**src/sv/assert_macros.svh**
```systemverilog
// Assertion macros used by the allocator top level.
// Define NO_ASSERTIONS to compile them away; no other dependencies.
`ifndef ASSERT_MACROS_SVH
`define ASSERT_MACROS_SVH

`ifndef NO_ASSERTIONS
// Clocked property check with reset disable.
`define FPBA_ASSERT(lbl, clk, rst_n, prop) \
    lbl: assert property (@(posedge clk) disable iff (!rst_n) prop) \
        else $error("fpba assertion failed");
// Condition that must never hold outside reset.
`define FPBA_NEVER(lbl, clk, rst_n, cond) \
    lbl: assert property (@(posedge clk) disable iff (!rst_n) !(cond)) \
        else $error("fpba forbidden condition seen");
`else
`define FPBA_ASSERT(lbl, clk, rst_n, prop)
`define FPBA_NEVER(lbl, clk, rst_n, cond)
`endif

`endif

```
**src/sv/fpba_pkg.sv**
```systemverilog
// Shared types, constants and helpers of the fit-policy block allocator.
// No dependencies; used by fpba_cell and the top level.
package fpba_pkg;

    localparam int NUM_BLOCKS = 8;
    localparam int SIZE_W     = 16;
    localparam int IDX_W      = (NUM_BLOCKS > 1) ? $clog2(NUM_BLOCKS) : 1;
    localparam int BLK_W      = 3;
    localparam int AMT_W      = 16;
    localparam int PADDR_W    = 3;
    localparam int PDATA_W    = 32;
    localparam int POL_W      = 2;

    localparam logic [POL_W-1:0] POL_FIRST = 2'd0;
    localparam logic [POL_W-1:0] POL_BEST  = 2'd1;
    localparam logic [POL_W-1:0] POL_WORST = 2'd2;

    localparam logic ACT_LOAD  = 1'b0;
    localparam logic ACT_ALLOC = 1'b1;

    // word index of a register on the configuration port
    localparam logic REG_FIT_POLICY = 1'b0;

    typedef struct packed {
        logic             action;
        logic [BLK_W-1:0] block_number;
        logic [AMT_W-1:0] amount;
    } in_item_t;

    typedef struct packed {
        logic             granted;
        logic [BLK_W-1:0] chosen_block;
    } out_item_t;

    // search wave handed from cell to cell
    typedef struct packed {
        logic              valid;
        logic              found;
        logic [SIZE_W-1:0] cap;
        logic [IDX_W-1:0]  idx;
    } wave_t;

    // broadcast from the top level to every cell
    typedef struct packed {
        logic [POL_W-1:0]  policy;
        logic [SIZE_W-1:0] amount;
        logic              commit_en;
        logic [IDX_W-1:0]  commit_idx;
    } cell_ctrl_t;

    // amount field taken modulo 2^SIZE_W
    function automatic logic [SIZE_W-1:0] to_size(input logic [AMT_W-1:0] a);
        logic [AMT_W+SIZE_W-1:0] w;
        w = (AMT_W + SIZE_W)'(a);
        return w[SIZE_W-1:0];
    endfunction

    // block index masked to the result field width
    function automatic logic [BLK_W-1:0] to_blk(input logic [IDX_W-1:0] i);
        logic [31:0] w;
        w = 32'(i);
        return w[BLK_W-1:0];
    endfunction

endpackage

```
**src/sv/fpba_cell.sv**
```systemverilog
// One allocator cell: holds a block's remaining capacity and judges the
// passing search wave against it. Depends on fpba_pkg.
module fpba_cell (
    input  logic                          aclk,
    input  logic                          aresetn,
    input  logic [fpba_pkg::IDX_W-1:0]    cell_idx,
    input  fpba_pkg::cell_ctrl_t          ctrl,
    input  logic                          load_en,
    input  logic [fpba_pkg::SIZE_W-1:0]   load_value,
    input  fpba_pkg::wave_t               wave_in,
    output fpba_pkg::wave_t               wave_out
);
    import fpba_pkg::*;

    logic [SIZE_W-1:0] cap_reg, cap_next;
    wave_t             wave_reg, wave_next;
    logic              fits, better, take;

    always_comb begin
        if (load_en) begin
            cap_next = load_value;
        end else if (ctrl.commit_en && ctrl.commit_idx == cell_idx) begin
            cap_next = cap_reg - ctrl.amount;
        end else begin
            cap_next = cap_reg;
        end
    end

    always_comb begin
        fits = cap_reg >= ctrl.amount;
        case (ctrl.policy)
            POL_BEST:  better = cap_reg < wave_in.cap;
            POL_WORST: better = cap_reg > wave_in.cap;
            default:   better = 1'b0;  // first fit keeps the earliest candidate
        endcase
        take = wave_in.valid && fits && (!wave_in.found || better);

        wave_next.valid = wave_in.valid;
        wave_next.found = wave_in.found || take;
        wave_next.cap   = take ? cap_reg : wave_in.cap;
        wave_next.idx   = take ? cell_idx : wave_in.idx;
    end

    always_ff @(posedge aclk) begin
        if (!aresetn) begin
            cap_reg  <= '0;
            wave_reg <= '0;
        end else begin
            cap_reg  <= cap_next;
            wave_reg <= wave_next;
        end
    end

    assign wave_out = wave_reg;

endmodule

```
**src/sv/fit_policy_block_allocator.sv**
```systemverilog
// Top level of the fit-policy block allocator: cell chain, control and APB port.
// Depends on fpba_pkg, fpba_cell and assert_macros.svh.
//
// Keeps the remaining capacity of NUM_BLOCKS blocks in a row of cells, one
// block per cell. A load transaction writes the capacity of one block, and the
// allocator is ready again on the next cycle. An allocate transaction sends a
// search wave down the cell row, one cell per cycle; each cell replaces the
// held candidate if its block fits and wins under fit_policy (0 first, 1 best,
// 2 worst fit, 3 as first fit). The result is registered once the wave leaves
// the last cell, and no new transaction is taken before it is in the output
// register or in ST_HOLD. A result in the output register may wait on m_ready
// while loads and a new allocation are taken; a second result then waits in
// ST_HOLD, and nothing is taken until it moves out. Capacities clear at reset.
// fit_policy sits at APB byte address 0.
`include "assert_macros.svh"

module fit_policy_block_allocator (
    input  logic                            aclk,
    input  logic                            aresetn,
    input  logic                            s_valid,
    output logic                            s_ready,
    input  fpba_pkg::in_item_t              s_item,
    output logic                            m_valid,
    input  logic                            m_ready,
    output fpba_pkg::out_item_t             m_item,
    input  logic                            psel,
    input  logic                            penable,
    input  logic                            pwrite,
    input  logic [fpba_pkg::PADDR_W-1:0]    paddr,
    input  logic [fpba_pkg::PDATA_W-1:0]    pwdata,
    output logic [fpba_pkg::PDATA_W-1:0]    prdata,
    output logic                            pready
);
    import fpba_pkg::*;

    typedef enum logic [2:0] {
        ST_IDLE = 3'b001,
        ST_SCAN = 3'b010,
        ST_HOLD = 3'b100
    } state_t;

    state_t            state_reg, state_next;
    logic              start_reg, start_next;
    logic [SIZE_W-1:0] amt_reg, amt_next;
    logic [POL_W-1:0]  policy_reg, policy_next;
    logic              m_valid_reg, m_valid_next;
    out_item_t         m_item_reg, m_item_next;
    out_item_t         res_reg, res_next;

    logic              s_accept, cfg_write, out_free, done;
    out_item_t         scan_res;
    cell_ctrl_t        ctrl;
    logic [SIZE_W-1:0] load_value;
    logic [NUM_BLOCKS-1:0] load_sel;
    wave_t             chain [NUM_BLOCKS+1];

    assign s_ready   = state_reg == ST_IDLE;
    assign s_accept  = s_valid && s_ready;
    assign pready    = 1'b1;
    assign cfg_write = psel && penable && pwrite && pready;
    assign prdata    = (paddr[2] == REG_FIT_POLICY) ? PDATA_W'(policy_reg) : '0;

    assign load_value = to_size(s_item.amount);

    assign chain[0] = '{valid: start_reg, found: 1'b0, cap: '0, idx: '0};

    assign done     = chain[NUM_BLOCKS].valid;
    assign out_free = !m_valid_reg || m_ready;
    assign scan_res.granted      = chain[NUM_BLOCKS].found;
    assign scan_res.chosen_block = chain[NUM_BLOCKS].found ?
                                   to_blk(chain[NUM_BLOCKS].idx) : '0;

    assign ctrl.policy     = policy_reg;
    assign ctrl.amount     = amt_reg;
    assign ctrl.commit_en  = done && chain[NUM_BLOCKS].found;
    assign ctrl.commit_idx = chain[NUM_BLOCKS].idx;

    genvar gi;
    generate
        for (gi = 0; gi < NUM_BLOCKS; gi++) begin : g_cell
            assign load_sel[gi] = s_accept && s_item.action == ACT_LOAD &&
                                  32'(s_item.block_number) == 32'(gi);

            fpba_cell u_cell (
                .aclk       (aclk),
                .aresetn    (aresetn),
                .cell_idx   (IDX_W'(gi)),
                .ctrl       (ctrl),
                .load_en    (load_sel[gi]),
                .load_value (load_value),
                .wave_in    (chain[gi]),
                .wave_out   (chain[gi+1])
            );
        end
    endgenerate

    always_comb begin
        state_next   = state_reg;
        start_next   = 1'b0;
        amt_next     = amt_reg;
        res_next     = res_reg;
        m_item_next  = m_item_reg;
        m_valid_next = m_valid_reg && !m_ready;
        policy_next  = policy_reg;

        if (cfg_write && paddr[2] == REG_FIT_POLICY) begin
            policy_next = pwdata[POL_W-1:0];
        end

        case (state_reg)
            ST_IDLE: begin
                if (s_accept && s_item.action == ACT_ALLOC) begin
                    amt_next   = to_size(s_item.amount);
                    start_next = 1'b1;
                    state_next = ST_SCAN;
                end
            end
            ST_SCAN: begin
                if (done) begin
                    if (out_free) begin
                        m_item_next  = scan_res;
                        m_valid_next = 1'b1;
                        state_next   = ST_IDLE;
                    end else begin
                        res_next   = scan_res;
                        state_next = ST_HOLD;
                    end
                end
            end
            ST_HOLD: begin
                if (out_free) begin
                    m_item_next  = res_reg;
                    m_valid_next = 1'b1;
                    state_next   = ST_IDLE;
                end
            end
            default: begin
                state_next = ST_IDLE;
            end
        endcase
    end

    always_ff @(posedge aclk) begin
        if (!aresetn) begin
            state_reg   <= ST_IDLE;
            start_reg   <= 1'b0;
            policy_reg  <= POL_FIRST;
            m_valid_reg <= 1'b0;
        end else begin
            state_reg   <= state_next;
            start_reg   <= start_next;
            policy_reg  <= policy_next;
            m_valid_reg <= m_valid_next;
        end
    end

    always_ff @(posedge aclk) begin
        amt_reg    <= amt_next;
        res_reg    <= res_next;
        m_item_reg <= m_item_next;
    end

    assign m_valid = m_valid_reg;
    assign m_item  = m_item_reg;

    // the wave only leaves the last cell while the search is under way
    `FPBA_ASSERT(a_exit_in_scan, aclk, aresetn, done |-> state_reg == ST_SCAN)
    // a held result exists only because the output register is occupied
    `FPBA_ASSERT(a_hold_busy, aclk, aresetn, state_reg == ST_HOLD |-> m_valid_reg)
    // a refused allocation reports block zero
    `FPBA_NEVER(a_deny_zero, aclk, aresetn, m_valid_reg && !m_item_reg.granted && m_item_reg.chosen_block != '0)
    // no load lands while a search is moving through the cells
    `FPBA_NEVER(a_no_load_in_scan, aclk, aresetn, (load_sel != '0) && state_reg != ST_IDLE)

endmodule

```
**config.mk**
```make
export PLATFORM = sky130hd
export DESIGN_NAME = fit_policy_block_allocator
export DESIGN_NICKNAME = d
export VERILOG_FILES = /design/src/sv/fpba_pkg.sv /design/src/sv/fpba_cell.sv /design/src/sv/fit_policy_block_allocator.sv
export VERILOG_INCLUDE_DIRS = /design/src /design/src/sv
export SDC_FILE = /design/constraint.sdc
export NUM_CORES = 1
export LEC_CHECK = 0
export ABC_CLOCK_PERIOD_IN_PS = 3600
export BUFFER_PORTS_ARGS = -buffer_cell sky130_fd_sc_hd__clkbuf_2
export CAP_MARGIN = 20
export CORE_MARGIN = 8
export CORE_UTILIZATION = 63
export DETAILED_ROUTE_END_ITERATION = 10
export PLACE_DENSITY_LB_ADDON = 0.12
export SYNTH_ARGS = -nofsm -noshare
export SYNTH_HDL_FRONTEND = slang
export SYNTH_SLANG_ARGS = --single-unit
export TNS_END_PERCENT = 5
```
**constraint.sdc**
```tcl
create_clock -name aclk -period 3.6 [get_ports aclk]
set_input_delay 0.36 -clock aclk [delete_from_list [all_inputs] [get_ports aclk]]
set_output_delay 0.36 -clock aclk [all_outputs]
set_load 0.03 [all_outputs]
```
==> reports/summary.txt, run 1 <==
Hold Path Class - input pin to flip-flop
first-pass GRT wire length - 106000 µm
WL/cell - 22.5 µm
TritonCTS Buffers - 36
Post-Synthesis Cell Area - 21200 µm²
worst slew pin tran - 1.02 ns
via count - 19900
Flop pwr share - 44.3%
FILL cells - 2862
CTS hold repair buffers - 0
Psw - 2.13 mW
Rel. slew slack - 31.9%
crit path kind - flip-flop to flip-flop
Clock Skews - 0.0243 ns
CP max-delay cell - edfxtp_1
Skew-Pair Late Insertion Delay - 0.53 ns
Die ar. - 39800 µm²
Worst-path clk slew - 0.06 ns
Setup crit end - g_cell[5].u_cell.cap_reg[11]
DRT Pass-1 Iters - 6
Leakage - 9.01 nW
Clock Tree Root - clkbuf_16
final critical-path share of the clock period - 92.5%
switching fraction of total power - 27.0%
Synth Register Bits - 304
met2 wire len - 30700 µm
max FFs per register - 145
Multi-input gate area - 13600 µm²
Final ANT Viol Nets - 0
Crit path buffers/inverters - 1
Slew Limit Fails - 0
crit path launch - amt_reg[1]
number of synthesis warnings - 0
CP top delay family - compound AO/OA/AOI/OAI gates
crit path launch type - flip-flop
hold path depth - 3
Worst path max stage delay - 0.57 ns
Synth Flop Type - dfxtp_1
syn_area_per_cell - 8.10 µm²
fmax - 300 MHz
Total Nets Final - 2952
status - finished clean
Vias/cell - 6.40
post-synth cell types - 84
share of the synthesized area in the top cell type - 26.4%
sequential area share after synthesis - 29.9%
FF-to-FF Start - amt_reg[1]
setup TNS - 0 ns
Setup Fix Bufs, Post-CTS - 0
layout cells sized above 1 - 6.53%
iteration-0 DRC count of the detailed router - 1813
WP depth - 9
Setup WS post-layout - 0.271 ns
Setup crit end kind - flip-flop
clock share of power - 43.3%
initial antenna violation count - 2
PostCTS Resize Cnt - 0
RSZ-0062 raised after global routing - false
Fin Hold WS - 0.0752 ns
GRT Util Overall - 34.7%
DP Worst Slack - 0.347 ns
chip width - 199 µm
end of the worst register-to-register path - g_cell[5].u_cell.cap_reg[11]
Area Growth Syn to Fin - 7.89%
Top Ports - 101
cell area after placement - 21800 µm²
Remaining Overflow, GRT - 0
reg2reg setup slack - 0.27 ns
vias in the first global route - 18600
Vert. Die Dim - 199 µm
Worst EP arrival - 3.72 ns
DRC errors left - 0
EDFF count, synth - 24
Storage cell area - 6330 µm²
met3 WL post-DR - 5850 µm
final setup violation count - 0
Gate Count Post-Synth - 2616
GPL Wtd Cong - 0.996
Metal-1 WL - 28100 µm
total routed wirelength - 70000 µm
Top Layer Used - met4
power per cell area - 344 nW/µm²
max_cap viols - 0
synth top area cells - dfxtp_1 (26%), ha_1 (14%), nand2_1 (6.6%)
asr flop ratio synth - 0%
crit path cell chain - inv_1 -> ha_1 -> nor2b_1 -> o21a_1 -> o21ai_0 -> a21oi_1 -> a32oi_1 -> nand2_1 -> a2111oi_0
final hold vios - 0
# diodes - 0
htree depth - 2
r2r worst-path depth - 9
largest net degree at the start of global routing - 128
post-DP HPWL - 50500 µm
peak supply drop - 324 µV
Worst Path Required - 3.99 ns
largest area contributor in the netlist - dfxtp_1
starting density of the core - 63.5%
clock buffer depth - 3
top fanout value on the critical path - 8
Power Internal - 5.74 mW
core area - 33400 µm²
clock sinks - 304
Finished Cell Area - 22900 µm²
num rows - 67
CTS tree - built
Comb power frac - 12.4%
Period minus WS final - 3.33 ns
Port Buffers - 37
## worst register-to-register path: stages, from the launching register on
cell       delay (ns)
edfxtp_1         0.57
inv_1            0.52
ha_1             0.35
nor2b_1          0.13
o21a_1           0.18
o21ai_0          0.31
a21oi_1          0.23
a32oi_1          0.43
nand2_1          0.08
a2111oi_0        0.38
## per-layer routing
metal	vias to the layer above	global-route usage [%]
li1	9412	-
met1	9401	43.6
met2	898	54.7
met3	224	5.47
met4	0	22.8
met5	-	0
## cells by family (layout without fill, tap and decap cells)
kind of cell             after synthesis  after routing  share of synthesized area, %
AO/OA/AOI/OAI                        699            699                          21.0
adder cells (fa/ha/maj)              250            250                          15.0
multiplexers                         118            118                          5.60
other                                  2             31                        0.0354
flip-flops                           304            304                          29.9
buffers and inverters                310            330                          6.58
AND/OR/NAND/NOR                      878            878                          19.6
XOR/XNOR                              55             55                          2.27
## worst min-delay path by stage
stage                                               to                         start  slack (ns)
after floorplan           g_cell[2].u_cell.wave_out[0]  g_cell[1].u_cell.wave_out[0]        0.40
after global placement    g_cell[2].u_cell.wave_out[0]  g_cell[1].u_cell.wave_out[0]        0.41
after detailed placement  g_cell[2].u_cell.wave_out[0]  g_cell[1].u_cell.wave_out[0]        0.41
after CTS                                policy_reg[0]                     pwdata[0]        0.07
after global routing                     policy_reg[0]                     pwdata[0]        0.13
final                                    policy_reg[1]                     pwdata[1]        0.08
## layout make-up
type                    count  area share, %
multi-input cells        2031           59.5
inverters                 172           2.82
repair buffers             95           2.81
well taps                 448           2.45
clock inverters             9          0.213
flip-flops and latches    304           27.7
clock buffers              54           4.50
## placed cells by master, fill, tap and decap left out, drive strengths merged, types with 29 or more instances in the layout
master,netlist,final
nand2,372,372
conb,2,31
clkbuf,83,91
buf,49,58
a31oi,35,35
a211oi,37,37
a21oi,217,217
nand3,52,52
o21ai,152,152
nor3,41,41
nor2,148,148
ha,242,242
nor2b,46,46
mux2i,113,113
dfxtp,280,280
a21o,40,40
o21a,35,35
inv,171,174
and2,42,42
o211ai,37,37
or3,38,38
xnor2,29,29
nand4,43,43
## cells in the mapped netlist, types with 36 or more instances
master / instances
ha_1: 242
or3_1: 38
dfxtp_1: 280
inv_1: 171
nand4_1: 43
nor3_1: 40
buf_4: 38
nand2_1: 372
a21oi_1: 215
a21o_1: 40
o211ai_1: 37
nor2_1: 147
a211oi_1: 36
clkbuf_1: 82
and2_1: 42
nand3_1: 52
nor2b_1: 46
o21ai_0: 149
mux2i_1: 113
## power by group through the flow
stage	Clock, mW	Combinational [mW]	Sequential [mW]
2_1_floorplan	0	0.669	3.54
3_3_place_gp	0	0.917	3.56
3_5_place_dp	0	0.939	3.56
4_1_cts	3.42	0.945	3.48
5_1_grt	3.56	1.05	3.49
6_report	3.41	0.973	3.49
## stage by stage
stage / util [%] / cells / power (mW)
floorplan: - / 2645 / 4.21
global placement: 65.3 / 3050 / 4.47
detailed placement: 65.3 / 3050 / 4.50
CTS: 68.5 / 3113 / 7.85
global route: 68.5 / 3113 / 8.09
finish: 68.5 / 3113 / 7.87
(Power assumes the default switching activity.)
==> inputs of run 2 (changes only) <==
HOLD_SLACK_MARGIN = 0.03   (was default)
PLACE_DENSITY = 0.83   (was default)
PLACE_DENSITY_LB_ADDON = default   (was 0.12)
==> run 2 against run 1 <==
Effect of this change: clock skew increased by 0.0012 ns; total power increased by 5.6%; register-to-register slack got worse by 0.04 ns; cell area increased by 0.73%; flip-flop and latch count unchanged; sequential power about the same; critical path type unchanged; largest cell class unchanged.
==> reports/summary.txt, run 2 (synthesis gave the netlist of run 1 again) <==
setup TNS - 0 ns (unchanged)
GRT Util Overall - 35.0% (+0.36 points)
first-pass GRT wire length - 108000 µm (+1.7%)
TritonCTS Buffers - 36 (unchanged)
Setup Fix Bufs, Post-CTS - 0 (unchanged)
clock share of power - 46.4% (+3.1 points)
Slew Limit Fails - 0 (unchanged)
Area Growth Syn to Fin - 8.68%
GPL Wtd Cong - 1.03 (+3.5%)
CTS tree - built
Clock Tree Root - clkbuf_16
Clock Skews - 0.0255 ns (+0.00123 ns)
Psw - 2.23 mW (+4.8%)
worst slew pin tran - 1.11 ns (+0.0931 ns)
Leakage - 9.10 nW (+0.89%)
peak supply drop - 366 µV (+13%)
FILL cells - 2745 (-4.1%)
WL/cell - 22.7 µm (+0.84%)
crit path launch type - flip-flop
Power Internal - 6.08 mW (+5.9%)
CTS hold repair buffers - 0 (unchanged)
htree depth - 2 (unchanged)
clock buffer depth - 3 (unchanged)
initial antenna violation count - 3 (+1)
Final ANT Viol Nets - 0 (unchanged)
switching fraction of total power - 26.8% (-0.21 points)
crit path kind - flip-flop to flip-flop
via count - 20000 (+0.49%)
max FFs per register - 145 (unchanged)
RSZ-0062 raised after global routing - false
Setup crit end kind - flip-flop
fmax - 297 MHz (-1.1%)
Worst EP arrival - 3.84 ns (+0.12 ns)
final critical-path share of the clock period - 93.5% (+1.1 points)
Skew-Pair Late Insertion Delay - 0.54 ns (about the same)
Top Ports - 101 (unchanged)
PostCTS Resize Cnt - 0 (unchanged)
Flop pwr share - 41.9% (-2.4 points)
Vias/cell - 6.43 (+0.45%)
Remaining Overflow, GRT - 0 (unchanged)
largest net degree at the start of global routing - 178 (+39%)
top fanout value on the critical path - 17 (+9)
fin cells - 3114 (+0.032%)
total routed wirelength - 70600 µm (+0.88%)
Die ar. - 39800 µm² (unchanged)
Hold Path Class - input pin to flip-flop
core area - 33400 µm² (unchanged)
final hold vios - 0 (unchanged)
Period minus WS final - 3.37 ns (+0.0386 ns)
chip width - 199 µm (unchanged)
layout cells sized above 1 - 6.90% (+0.37 points)
DRC errors left - 0 (unchanged)
highest-count cells in the layout ignoring fill and taps - nand2_1 (372), dfxtp_1 (280), ha_1 (242)
Port Buffers - 37 (unchanged)
final setup violation count - 0 (unchanged)
power per cell area - 361 nW/µm² (+4.8%)
placed cells - 3050 (unchanged)
# diodes - 0 (unchanged)
commonest non-fill, non-tap cell in the layout - nand2_1
num rows - 67 (unchanged)
status - finished clean
Total Nets Final - 2952 (unchanged)
starting density of the core - 63.5% (unchanged)
post-DP HPWL - 50900 µm (+0.82%)
DRT Pass-1 Iters - 6 (unchanged)
iteration-0 DRC count of the detailed router - 2012 (+11%)
Worst Path Required - 4.08 ns (+0.09 ns)
vias in the first global route - 19200 (+3.2%)
Rel. slew slack - 25.7% (-6.2 points)
clock sinks - 304 (unchanged)
Comb power frac - 11.7% (-0.7 points)
Vert. Die Dim - 199 µm (unchanged)
max_cap viols - 0 (unchanged)
Worst-path clk slew - 0.06 ns (about the same)
[run 2: cell types whose count changed in the layout (fill, tap and decap cells not counted), sizes merged]
cell / previous run / this run
clkbuf: 91 / 84
bufinv: 0 / 5
clkinv: 7 / 9
clkinvlp: 0 / 1
[run 2: per-stage QoR]
stage          power (mW)  hold slack (ns)  utilization [%]  setup WS [ns]  instance area [µm²]
2_1_floorplan        4.21            0.404                -          0.769                21300
3_3_place_gp         4.47            0.413             65.4          0.413                21800
3_5_place_dp         4.49            0.426             65.4          0.349                21800
4_1_cts              8.28           0.0525             69.0          0.287                23000
5_1_grt              8.53           0.0715             69.0         0.0745                23000
6_report             8.31           0.0541             69.0          0.233                23000
[run 2: power groups by stage]
| stage | logic (mW) | registers (mW) | clock network, mW |
|---|---|---|---|
| floorplan | 0.669 | 3.54 | 0 |
| global placement | 0.912 | 3.55 | 0 |
| detailed placement | 0.934 | 3.56 | 0 |
| CTS | 0.944 | 3.48 | 3.85 |
| global route | 1.05 | 3.48 | 4.00 |
| finish | 0.973 | 3.48 | 3.85 |
[run 2: final timing paths]
check	from	endpoint	slack, ns	cells past startpoint
max	amt_reg[0]	g_cell[0].u_cell.wave_out[8]	0.23	10
max reg2reg	amt_reg[0]	g_cell[0].u_cell.wave_out[8]	0.23	10
min	pwdata[0]	policy_reg[0]	0.05	3
min reg2reg	g_cell[4].u_cell.wave_out[1]	g_cell[5].u_cell.wave_out[1]	0.42	2
[run 2: layer usage]
| metal | up-vias | share of wire, % | track usage [%] |
|---|---|---|---|
| met3 | 298 | 8.6 | 5.36 |
| li1 | 9392 | - | - |
| met5 | - | 0.037 | 0 |
| met1 | 9346 | 39 | 42.7 |
| met2 | 992 | 44 | 55.8 |
| met4 | 4 | 8.6 | 25.8 |
[run 2: cell type report]
| class | count | area, µm² | area share (%) |
|---|---|---|---|
| Multi-Input combinational cell | 2031 | 13600 | 59.1 |
| Sequential cell | 304 | 6330 | 27.5 |
| Clock buffer | 47 | 993 | 4.31 |
| Timing Repair Buffer | 95 | 667 | 2.90 |
| Inverter | 172 | 646 | 2.80 |
| Tap cell | 448 | 561 | 2.43 |
| Clock inverter | 17 | 228 | 0.989 |
[run 2: worst max-delay path: stages, from the launching register on]
cell	delay [ns]
edfxtp_1	0.50
buf_4	0.21
ha_1	0.22
fa_1	0.39
nor2b_1	0.16
o21ai_1	0.14
a31oi_1	0.27
o311a_1	0.21
o211ai_1	0.09
a21boi_1	0.84
and2_1	0.25
==> inputs of run 3 (changes only) <==
ABC_CLOCK_PERIOD_IN_PS = 3790   (was 3600)
CORE_UTILIZATION = 52   (was 63)
PLACE_DENSITY = 0.71   (was 0.83)
clock period = 3.79 ns   (was 3.6 ns; I/O delays follow)
==> run 3 against run 2 <==
Effect of this change: flip-flop and latch count unchanged; sequential share of layout area fell by 0.088 points; core utilization is 12 points lower; via count shrank 1.2%; global-route usage down 6.5 points; sequential power is 5% lower; worst hold slack better by 0.0085 ns; clock skew rose by 0.0065 ns; non-clock buffer count decreased by 6.
==> reports/summary.txt, run 3 (synthesis gave the netlist of run 1 again) <==
power per cell area - 341 nW/µm² (-5.5%)
core area - 40600 µm² (+22%)
Worst Path Required - 4.20 ns (+0.12 ns)
Finished Cell Area - 23100 µm² (+0.32%)
commonest non-fill, non-tap cell in the layout - nand2_1
CP top delay family - compound AO/OA/AOI/OAI gates
Final ANT Viol Nets - 0 (unchanged)
final critical-path share of the clock period - 95.8% (+2.3 points)
Total Nets Final - 2948 (-0.14%)
top fanout value on the critical path - 19 (+2)
Remaining Overflow, GRT - 0 (unchanged)
final hold vios - 0 (unchanged)
Skew-Pair Late Insertion Delay - 0.56 ns (+0.02 ns)
Slew Limit Fails - 0 (unchanged)
Leakage - 9.06 nW (-0.44%)
Worst path max stage delay - 0.49 ns (-0.35 ns)
cell area after placement - 21900 µm² (+0.22%)
num rows - 74 (+10%)
FILL cells - 3742 (+36%)
clock buffer depth - 3 (unchanged)
Clock Skews - 0.0320 ns (+0.00654 ns)
Setup crit end kind - flip-flop
min-delay src - pwdata[0]
Rel. slew slack - 23.2% (-2.5 points)
PostCTS Resize Cnt - 0 (unchanged)
r2r worst-path depth - 11 (+1)
TritonCTS Buffers - 38 (+5.6%)
crit path cell chain - buf_4 -> ha_1 -> fa_1 -> nor2b_1 -> o31a_1 -> o21ai_1 -> a31o_2 -> a31oi_1 -> a21boi_2 -> buf_4 -> mux2i_1
layout cells sized above 1 - 6.72% (-0.18 points)
DRC errors left - 0 (unchanged)
Storage cell area - 6330 µm² (unchanged)
Hold Path End - policy_reg[0]
end of the worst register-to-register path - g_cell[4].u_cell.wave_out[18]
crit path launch type - flip-flop
CTS hold repair buffers - 0 (unchanged)
CP max-delay cell - edfxtp_1
Setup Fix Bufs, Post-CTS - 0 (unchanged)
Area Growth Syn to Fin - 9.03%
initial antenna violation count - 8 (+5)
first-pass GRT wire length - 106000 µm (-2.0%)
Clock Tree Root - clkbuf_16
total routed wirelength - 70000 µm (-0.79%)
Hold Path Class - input pin to flip-flop
FF-to-FF Start - amt_reg[0]
htree depth - 2 (unchanged)
starting density of the core - 52.3% (-11 points)
DRT Pass-1 Iters - 7 (+1)
status - finished clean
Period minus WS final - 3.63 ns (+0.263 ns)
Worst EP arrival - 4.04 ns (+0.20 ns)
Vert. Die Dim - 218 µm (+9.3%)
worst slew pin tran - 1.14 ns (+0.0308 ns)
peak supply drop - 297 µV (-19%)
Vias/cell - 6.18 (-3.9%)
reg2reg setup slack - 0.16 ns (-0.07 ns)
Port Buffers - 37 (unchanged)
clock sinks - 304 (unchanged)
WL/cell - 21.9 µm (-3.5%)
hold path depth - 3 (unchanged)
Top Ports - 101 (unchanged)
Crit path top cell by count - buf_4
fmax - 275 MHz (-7.2%)
GRT Util Overall - 28.5% (-6.5 points)
vias in the first global route - 18600 (-3.5%)
post-DP HPWL - 50600 µm (-0.60%)
Multi-input gate area - 13600 µm² (about the same)
Final Util - 57.0% (-12 points)
largest net degree at the start of global routing - 119 (-33%)
Die ar. - 47500 µm² (+19%)
chip width - 218 µm (+9.3%)
GPL Wtd Cong - 0.946 (-8.2%)
highest-count cells in the layout ignoring fill and taps - nand2_1 (372), dfxtp_1 (280), ha_1 (242)
max FFs per register - 145 (unchanged)
Worst-path clk slew - 0.06 ns (about the same)
final setup violation count - 0 (unchanged)
Crit path buffers/inverters - 2 (+1)
crit path kind - flip-flop to flip-flop
via count - 19800 (-1.2%)
RSZ-0062 raised after global routing - true
CTS tree - built
max_cap viols - 0 (unchanged)
iteration-0 DRC count of the detailed router - 2070 (+2.9%)
## run 3: worst max path at each step
stage / startpoint / endpoint / slack, ns / depth (start not counted)
CTS: amt_reg[1] / g_cell[5].u_cell.wave_out[11] / 0.11 / 9
detailed placement: amt_reg[1] / g_cell[5].u_cell.wave_out[11] / 0.15 / 9
global placement: amt_reg[1] / g_cell[5].u_cell.wave_out[14] / 0.24 / 9
global route: amt_reg[1] / g_cell[5].u_cell.cap_reg[11] / -0.05 / 9
finish: amt_reg[0] / g_cell[4].u_cell.wave_out[18] / 0.16 / 11
floorplan: amt_reg[1] / g_cell[7].u_cell.cap_reg[15] / 0.96 / 9
## run 3: report_power, final
| part | switching (mW) | internal [mW] |
|---|---|---|
| registers | 0.0366 | 3.27 |
| logic | 0.618 | 0.302 |
| clock network | 1.50 | 2.15 |
## run 3: cell type report
cell class | instances | share of cell area [%]
diodes | 4 | 0.0433
clock buffers | 54 | 4.73
clock inverters | 14 | 0.590
inverters | 172 | 2.80
multi-input cells | 2031 | 58.9
flip-flops and latches | 304 | 27.4
well taps | 532 | 2.88
repair buffers | 89 | 2.64
## run 3: routing by layer
layer  share of wire, %  vias up  GRT usage, %  wire length [µm]
li1                   -     9412             -                 -
met1                 40     9315          35.0             27800
met2                 45      844          46.7             31800
met3                8.5      210          5.13              5960
met4                6.4        4          16.3              4450
met5              0.036        -             0                25
## run 3: worst register-to-register path, cell delays in order, from the launching register on
cell      delay, ns
edfxtp_1       0.49
buf_4          0.24
ha_1           0.24
fa_1           0.43
nor2b_1        0.25
o31a_1         0.23
o21ai_1        0.14
a31o_2         0.27
a31oi_1        0.23
a21boi_2       0.21
buf_4          0.32
mux2i_1        0.42
## run 3: through the flow
step	TNS (ns)	hold WS [ns]	worst slack, ns	total power [mW]	cells
floorplan	0	0.404	0.959	4.00	2645
global placement	0	0.408	0.236	4.25	3128
finish	0	0.0626	0.160	7.87	3200
detailed placement	0	0.418	0.148	4.27	3128
CTS	0	0.0485	0.110	7.89	3196
global route	-0.0490	0.0844	-0.0490	8.11	3196
